$ cat config.mk
export PLATFORM = sky130hd
export DESIGN_NAME = rank_list_sort_and_lookup_unit
export DESIGN_NICKNAME = d
export VERILOG_FILES = /design/src/rtl/rlsl_pkg.sv /design/src/rtl/rank_list_sort_and_lookup_unit.sv
export SDC_FILE = /design/constraint.sdc
export NUM_CORES = 2
export LEC_CHECK = 0
export BUFFER_PORTS_ARGS = -buffer_cell sky130_fd_sc_hd__buf_2
export CAP_MARGIN = 20
export CORE_ASPECT_RATIO = 1.75
export CORE_MARGIN = 3
export CORE_UTILIZATION = 62
export DETAILED_ROUTE_END_ITERATION = 8
export HOLD_SLACK_MARGIN = 0.02
export MAX_ROUTING_LAYER = met4
export PLACE_DENSITY = 0.79
export SLEW_MARGIN = 5
export SYNTH_ARGS = -nofsm -noshare
export SYNTH_HDL_FRONTEND = slang
export SYNTH_SLANG_ARGS = --single-unit
$ cat constraint.sdc
create_clock -name clk -period 6 [get_ports clk]
set_clock_uncertainty 0.2 [all_clocks]
set_input_delay 1.2 -clock clk [delete_from_list [all_inputs] [get_ports clk]]
set_output_delay 1.2 -clock clk [all_outputs]
set_load 0.02 [all_outputs]
$ cat src/rtl/rlsl_pkg.sv
// Package for the rank list sort and lookup unit: sizes, codes and state type.
// No dependencies.
`default_nettype none
package rlsl_pkg;
    localparam int MAX_RECORDS_DEF = 32;
    localparam int SCORE_BITS_DEF  = 16;

    typedef enum logic [1:0] {
        FN_ADD    = 2'd0,
        FN_SORT   = 2'd1,
        FN_LIST   = 2'd2,
        FN_SEARCH = 2'd3
    } func_t;

    typedef enum logic [1:0] {
        ST_OK       = 2'd0,
        ST_FULL     = 2'd1,
        ST_NOTFOUND = 2'd2,
        ST_EMPTY    = 2'd3
    } status_t;

    typedef enum logic [3:0] {
        S_IDLE,
        S_ADD,
        S_ACK,
        S_SORT_LD,
        S_SORT_KEY,
        S_SORT_CMP,
        S_SORT_PUT,
        S_LIST_RD,
        S_LIST_OUT,
        S_SRCH_RD,
        S_SRCH_CMP,
        S_MISS
    } state_t;
endpackage
`default_nettype wire

$ cat src/rtl/rank_list_sort_and_lookup_unit.sv
// Rank list store with stable descending sort, ranked listing and name search.
// Add stores the record unless full, then gives one result. Sort takes each record after the
// first through load, key, compare (once per move; at most n*(n-1)/2 moves) and put states,
// then gives an acknowledgement. List and search read, then output or compare, each record;
// one item at a time. Reset clears the record count; the record memory is not cleared.
`default_nettype none
module rank_list_sort_and_lookup_unit #(
    parameter int MAX_RECORDS = rlsl_pkg::MAX_RECORDS_DEF,
    parameter int SCORE_BITS  = rlsl_pkg::SCORE_BITS_DEF
) (
    input  wire logic        clk,
    input  wire logic        rst_n,
    input  wire logic        in_valid,
    output logic             in_stall,
    input  wire logic [1:0]  func,
    input  wire logic [31:0] name_id,
    input  wire logic [15:0] score,
    output logic             out_valid,
    input  wire logic        out_stall,
    output logic [6:0]       rank,
    output logic [31:0]      out_name_id,
    output logic [15:0]      out_score,
    output logic [1:0]       status,
    output logic             last
);
    import rlsl_pkg::*;

    localparam int IW = (MAX_RECORDS > 1) ? $clog2(MAX_RECORDS) : 1;
    localparam int CW = $clog2(MAX_RECORDS + 1);
    localparam int SB = SCORE_BITS;
    localparam int WW = 32 + SB;

    // Records are kept in reverse: list position k lives at address count-1-k.
    logic [WW-1:0] mem [MAX_RECORDS];

    state_t        state_reg, state_next;
    logic [CW-1:0] cnt_reg, cnt_next;
    logic [CW-1:0] i_reg, i_next;
    logic [CW-1:0] j_reg, j_next;
    logic [IW-1:0] p_reg, p_next;
    logic [WW-1:0] key_reg, key_next;
    logic [1:0]    func_reg;
    logic [31:0]   nm_reg;
    logic [15:0]   sc_reg;
    logic [WW-1:0] rdata_reg;

    logic          ov_reg, ov_next;
    logic [6:0]    rank_reg, rank_next;
    logic [31:0]   oname_reg, oname_next;
    logic [15:0]   oscore_reg, oscore_next;
    logic [1:0]    ost_reg, ost_next;
    logic          olast_reg, olast_next;

    logic          load;
    logic          can_load;
    logic          accept;
    logic          wr_en;
    logic [IW-1:0] wr_addr;
    logic [WW-1:0] wr_data;
    logic [IW-1:0] rd_addr;

    logic signed [31:0] sc_ext;
    logic [SB-1:0]      sc_sb;
    logic signed [31:0] rd_ext;
    logic [15:0]        sc_back;
    logic [CW-1:0]      jm1;
    logic [CW-1:0]      jm2;
    logic [CW-1:0]      ip1;
    logic [CW-1:0]      cm1;

    assign accept   = in_valid && !in_stall;
    assign in_stall = (state_reg != S_IDLE);
    assign can_load = !ov_reg || !out_stall;

    assign sc_ext  = 32'(signed'(sc_reg));
    assign sc_sb   = sc_ext[SB-1:0];
    assign sc_back = 16'(32'(signed'(sc_sb)));
    assign rd_ext  = 32'(signed'(rdata_reg[SB-1:0]));
    assign jm1     = j_reg - CW'(1);
    assign jm2     = j_reg - CW'(2);
    assign ip1     = i_reg + CW'(1);
    assign cm1     = cnt_reg - CW'(1);

    always_ff @(posedge clk)
    begin
        if (wr_en)
        begin
            mem[wr_addr] <= wr_data;
        end
        rdata_reg <= mem[rd_addr];
    end

    always_ff @(posedge clk)
    begin
        if (accept)
        begin
            func_reg <= func;
            nm_reg   <= name_id;
            sc_reg   <= score;
        end
        key_reg    <= key_next;
        rank_reg   <= rank_next;
        oname_reg  <= oname_next;
        oscore_reg <= oscore_next;
        ost_reg    <= ost_next;
        olast_reg  <= olast_next;
    end

    always_ff @(posedge clk or negedge rst_n)
    begin
        if (!rst_n)
        begin
            state_reg <= S_IDLE;
            cnt_reg   <= '0;
            i_reg     <= '0;
            j_reg     <= '0;
            p_reg     <= '0;
            ov_reg    <= 1'b0;
        end
        else
        begin
            state_reg <= state_next;
            cnt_reg   <= cnt_next;
            i_reg     <= i_next;
            j_reg     <= j_next;
            p_reg     <= p_next;
            ov_reg    <= ov_next;
        end
    end

    always_comb
    begin
        state_next  = state_reg;
        cnt_next    = cnt_reg;
        i_next      = i_reg;
        j_next      = j_reg;
        p_next      = p_reg;
        key_next    = key_reg;
        load        = 1'b0;
        rank_next   = rank_reg;
        oname_next  = oname_reg;
        oscore_next = oscore_reg;
        ost_next    = ost_reg;
        olast_next  = olast_reg;
        wr_en       = 1'b0;
        wr_addr     = '0;
        wr_data     = '0;
        rd_addr     = p_reg;

        case (state_reg)
            S_IDLE:
            begin
                if (accept)
                begin
                    case (func)
                        FN_ADD:
                        begin
                            state_next = S_ADD;
                        end
                        FN_SORT:
                        begin
                            i_next     = CW'(1);
                            state_next = (cnt_reg < CW'(2)) ? S_ACK : S_SORT_LD;
                        end
                        default:
                        begin
                            p_next = cm1[IW-1:0];
                            if (cnt_reg == '0)
                            begin
                                state_next = (func == FN_LIST) ? S_ACK : S_MISS;
                            end
                            else
                            begin
                                state_next = (func == FN_LIST) ? S_LIST_RD : S_SRCH_RD;
                            end
                        end
                    endcase
                end
            end
            S_ADD:
            begin
                if (can_load)
                begin
                    load       = 1'b1;
                    oname_next = nm_reg;
                    olast_next = 1'b1;
                    if (cnt_reg >= CW'(MAX_RECORDS))
                    begin
                        rank_next   = 7'd0;
                        oscore_next = sc_reg;
                        ost_next    = ST_FULL;
                    end
                    else
                    begin
                        wr_en       = 1'b1;
                        wr_addr     = cnt_reg[IW-1:0];
                        wr_data     = {nm_reg, sc_sb};
                        cnt_next    = cnt_reg + CW'(1);
                        rank_next   = 7'd1;
                        oscore_next = sc_back;
                        ost_next    = ST_OK;
                    end
                    state_next = S_IDLE;
                end
            end
            S_ACK:
            begin
                if (can_load)
                begin
                    load        = 1'b1;
                    rank_next   = 7'd0;
                    oname_next  = '0;
                    oscore_next = '0;
                    ost_next    = (func_reg == FN_LIST) ? ST_EMPTY : ST_OK;
                    olast_next  = 1'b1;
                    state_next  = S_IDLE;
                end
            end
            S_SORT_LD:
            begin
                rd_addr    = i_reg[IW-1:0];
                state_next = S_SORT_KEY;
            end
            S_SORT_KEY:
            begin
                key_next   = rdata_reg;
                j_next     = i_reg;
                rd_addr    = IW'(i_reg - CW'(1));
                state_next = S_SORT_CMP;
            end
            S_SORT_CMP:
            begin
                if ($signed(rdata_reg[SB-1:0]) > $signed(key_reg[SB-1:0]))
                begin
                    wr_en   = 1'b1;
                    wr_addr = j_reg[IW-1:0];
                    wr_data = rdata_reg;
                    j_next  = jm1;
                    rd_addr = jm2[IW-1:0];
                    if (j_reg == CW'(1))
                    begin
                        state_next = S_SORT_PUT;
                    end
                end
                else
                begin
                    state_next = S_SORT_PUT;
                end
            end
            S_SORT_PUT:
            begin
                wr_en      = 1'b1;
                wr_addr    = j_reg[IW-1:0];
                wr_data    = key_reg;
                i_next     = ip1;
                state_next = (ip1 >= cnt_reg) ? S_ACK : S_SORT_LD;
            end
            S_LIST_RD:
            begin
                state_next = S_LIST_OUT;
            end
            S_LIST_OUT:
            begin
                if (can_load)
                begin
                    load        = 1'b1;
                    rank_next   = 7'(cnt_reg - CW'(p_reg));
                    oname_next  = rdata_reg[WW-1:SB];
                    oscore_next = rd_ext[15:0];
                    ost_next    = ST_OK;
                    olast_next  = (p_reg == '0);
                    if (p_reg == '0)
                    begin
                        state_next = S_IDLE;
                    end
                    else
                    begin
                        p_next     = p_reg - IW'(1);
                        state_next = S_LIST_RD;
                    end
                end
            end
            S_SRCH_RD:
            begin
                state_next = S_SRCH_CMP;
            end
            S_SRCH_CMP:
            begin
                if (rdata_reg[WW-1:SB] == nm_reg)
                begin
                    if (can_load)
                    begin
                        load        = 1'b1;
                        rank_next   = 7'(cnt_reg - CW'(p_reg));
                        oname_next  = nm_reg;
                        oscore_next = rd_ext[15:0];
                        ost_next    = ST_OK;
                        olast_next  = 1'b1;
                        state_next  = S_IDLE;
                    end
                end
                else if (p_reg == '0)
                begin
                    state_next = S_MISS;
                end
                else
                begin
                    p_next     = p_reg - IW'(1);
                    state_next = S_SRCH_RD;
                end
            end
            S_MISS:
            begin
                if (can_load)
                begin
                    load        = 1'b1;
                    rank_next   = 7'd0;
                    oname_next  = nm_reg;
                    oscore_next = '0;
                    ost_next    = ST_NOTFOUND;
                    olast_next  = 1'b1;
                    state_next  = S_IDLE;
                end
            end
            default:
            begin
                state_next = S_IDLE;
            end
        endcase

        ov_next = load || (ov_reg && out_stall);
    end

    assign out_valid   = ov_reg;
    assign rank        = rank_reg;
    assign out_name_id = oname_reg;
    assign out_score   = oscore_reg;
    assign status      = ost_reg;
    assign last        = olast_reg;
endmodule
`default_nettype wire

==> insert_results.sql <==
INSERT INTO impl_metrics (metric_group, metric, value, unit) VALUES
('run_status', 'run_status', 'complete, no violations', ''),
('die', 'core_area', '111000', 'um2'),
('power_and_ir_drop', 'comb_power_share', '0.426', ''),
('timing', 'final-max-slew-violation-count', '0', ''),
('global_route', 'grt_max_degree', '132', ''),
('synth', 'synth.area.top_cells', 'sky130_fd_sc_hd__edfxtp_1 (73%), sky130_fd_sc_hd__nand2_1 (4.2%), sky130_fd_sc_hd__mux2i_1 (4.2%)', ''),
('worst_hold_path', 'hold_class', 'register to register', ''),
('power_and_ir_drop', 'netSwitchingFraction', '0.412', ''),
('synth', 'synth.cells.most_frequent', 'sky130_fd_sc_hd__edfxtp_1 (1692), sky130_fd_sc_hd__nand2_1 (790), sky130_fd_sc_hd__nand3_1 (347)', ''),
('place', 'dp_cells', '6125', ''),
('die', 'die_w', '260', 'um'),
('timing', 'setup-violations-final', '0', ''),
('layout', 'net_count_of_the_finished_layout', '4890', ''),
('critical_path', 'worst_path_bufs_invs', '2', ''),
('worst_hold_path', 'worst_hold_path.num_cells', '0', ''),
('synth', 'synth_fp_nets', '4801', ''),
('critical_path', 'slowest_stage', 'sky130_fd_sc_hd__nor4_1', ''),
('critical_path', 'slowest_delay', '1.13', 'ns'),
('clock_tree', 'ctsLongestPathBuffers', '3', ''),
('critical_path', 'crit_path_end_kind', 'register', ''),
('clock_tree', 'clock_latency', '0.77', 'ns'),
('timing', 'fin_ws', '0.287', 'ns'),
('global_route', 'antenna_violations_before_repair', '9', ''),
('power_and_ir_drop', 'share_seq_of_total_power', '0.360', ''),
('layout', 'area_used_by_multi_input_combinational_logic', '16100', 'um2'),
('global_route', 'grt_overflow', '0', ''),
('route', 'drt-vias-per-instance', '6.93', ''),
('clock_tree', 'post-cts-setup-buffer-count', '0', ''),
('clock_tree', 'clk_transition_reported_paths', '0.07', 'ns'),
('timing', 'relSlewSlack', '0.0728', ''),
('critical_path', 'worst-endpoint-required', '6.33', 'ns'),
('layout', 'fillers', '6890', ''),
('place', 'pre_cts_ws', '0.639', 'ns'),
('power_and_ir_drop', 'peakVddDrop', '0.675', 'mV'),
('layout', 'largest_reg_flops', '1536', ''),
('clock_tree', 'h-tree-depth', '4', ''),
('clock_tree', 'tritoncts_clock_tree', 'yes', ''),
('synth', 'syn_inst', '4710', ''),
('route', 'finalWirelength', '202000', 'um'),
('timing', 'rsz_0062_raised_after_global_routing', 'no', ''),
('die', 'num_io_pins', '114', ''),
('clock_tree', 'postCtsResizedCells', '0', ''),
('layout', 'area_overhead_of_the_layout_relative_to_synthesis', '11.0', '%'),
('timing', 'timing.final.hold_violations', '0', ''),
('synth', 'yosysUniqueCellTypes', '74', ''),
('critical_path', 'timing.reg2reg.worst_path_depth', '13', ''),
('global_route', 'grt_first_pass_wirelength', '289000', 'um'),
('timing', 'timing.final.crit_share', '0.952', ''),
('timing', 'worst_slew_pin_slew', '1.38', 'ns'),
('critical_path', 'cp_cell_sequence', 'inv_1, ha_1, nor2b_1, o211ai_1, a2111o_1, and3_1, o41ai_1, a21o_4, buf_4, nand2_1, a32oi_1, nand4_1, nor4_1', ''),
('timing', 'max_freq', '175', 'MHz'),
('route', 'drt_first_pass_iters', '9', ''),
('critical_path', 'timing_worst_setup_path_type', 'register to register', ''),
('timing', 'setup-tns-final', '0', 'ns'),
('synth', 'synthesis.area_per_instance', '14.8', 'um2'),
('die', 'initial_core_util', '0.626', ''),
('layout', 'post_route_cells_drive_above_1_share', '0.112', ''),
('global_route', 'first_global_vias', '43600', ''),
('route', 'postRouteAntennaNets', '0', ''),
('synth', 'leading_register_cell_type_out_of_synthesis', 'sky130_fd_sc_hd__edfxtp_1', ''),
('route', 'routedWlPerCell', '31.6', 'um'),
('critical_path', 'worst_ep_arrival_time', '6.04', 'ns'),
('place', 'port_buffers', '113', ''),
('route', 'remaining_drc_errors', '0', ''),
('power_and_ir_drop', 'leakage', '27.0', 'nW'),
('route', 'routed-via-count', '44300', ''),
('critical_path', 'critical_path_peak_fanout', '29', ''),
('die', 'standard_cell_row_count', '162', ''),
('die', 'floorplan.die.height', '450', 'um'),
('run', 'maximum_capacitance_violations', '0', ''),
('place', 'detail_placement_hpwl', '109000', 'um');
-- power by group through the flow --
stage                     Sequential [mW]  Clock, mW  Combinational [mW]
after floorplan                      16.1          0                11.8
after global placement               16.1          0                17.8
after detailed placement             16.2          0                18.3
after CTS                            15.9       9.48                18.4
after global routing                 16.0       9.99                19.9
final                                16.0       9.46                18.9
-- area by class of cell --
cell class | instances | share of cell area
repair buffers | 244 | 0.0256
diodes | 11 | 0.000355
well taps | 1476 | 0.0238
flip-flops and latches | 1768 | 0.677
multi-input cells | 2549 | 0.208
clock buffers | 189 | 0.0523
clock inverters | 74 | 0.00830
inverters | 89 | 0.00431
-- worst reg2reg max path: cells and delay by family, from the launching register on --
| kind | cells | cell delay, ns |
|---|---|---|
| simple gates | 5 | 1.84 |
| buf+inv | 2 | 0.51 |
| flops | 1 | 0.36 |
| fa+ha+maj | 1 | 0.29 |
| compound gates | 5 | 2.27 |
-- per-stage QoR --
step	instance area, um2	hold slack (ns)
after CTS	77500	0.263
after floorplan	69800	0.229
after detailed placement	72800	0.253
final	77500	0.270
after global placement	72800	0.248
after global routing	77500	0.282
-- cell usage in the layout (no fill, tap or decap), drive strengths merged, types with 7 or more instances in the layout --
cell type,n
nand3,348
a21o,9
nor2b,8
nand4,64
a31oi,11
bufinv,10
and3,107
a21oi,132
mux2i,291
nand2b,10
a22o,55
nand2,791
a211oi,105
dfxtp,48
ha,36
diode,11
a222oi,48
nor2,79
inv,92
o22ai,7
clkinv,56
a22oi,99
o21ai,73
a32oi,98
nor4,57
buf,244
clkbuf,189
nor3,15
edfxtp,1692
dfrtp,28
xnor2,45
-- per-layer routing --
layer	routed length [um]	share of wire	track usage	vias to the layer above
li1	-	-	-	18200
met1	62000	0.31	0.404	21600
met2	97600	0.48	0.556	3519
met3	24100	0.12	0.0848	1000
met4	18400	0.091	0.261	0
met5	0	0	-	-
-- cells by family (layout without fill, tap and decap cells) --
group,after synthesis,in the layout,synth area share
flops,1768,1768,0.752
simple gates,1508,1508,0.100
compound gates,662,662,0.0694
buf+inv,393,596,0.0238
mux,293,293,0.0421
xor+xnor,49,49,0.00615
fa+ha+maj,37,37,0.00674
other cells,0,11,0
-- final timing paths --
path,startpoint,endpoint,slack (ns)
hold / removal,rdata_reg[0],key_reg[0],0.27
hold reg to reg,rdata_reg[0],key_reg[0],0.27
min in group asynchronous,rst_n,i_reg[1],0.29
max in group asynchronous,rst_n,state_reg[1],4.82
setup reg to reg,key_reg[1],rdata_reg[13],0.29
setup / recovery,key_reg[1],rdata_reg[13],0.29
Power figures use the tool's default switching activity.
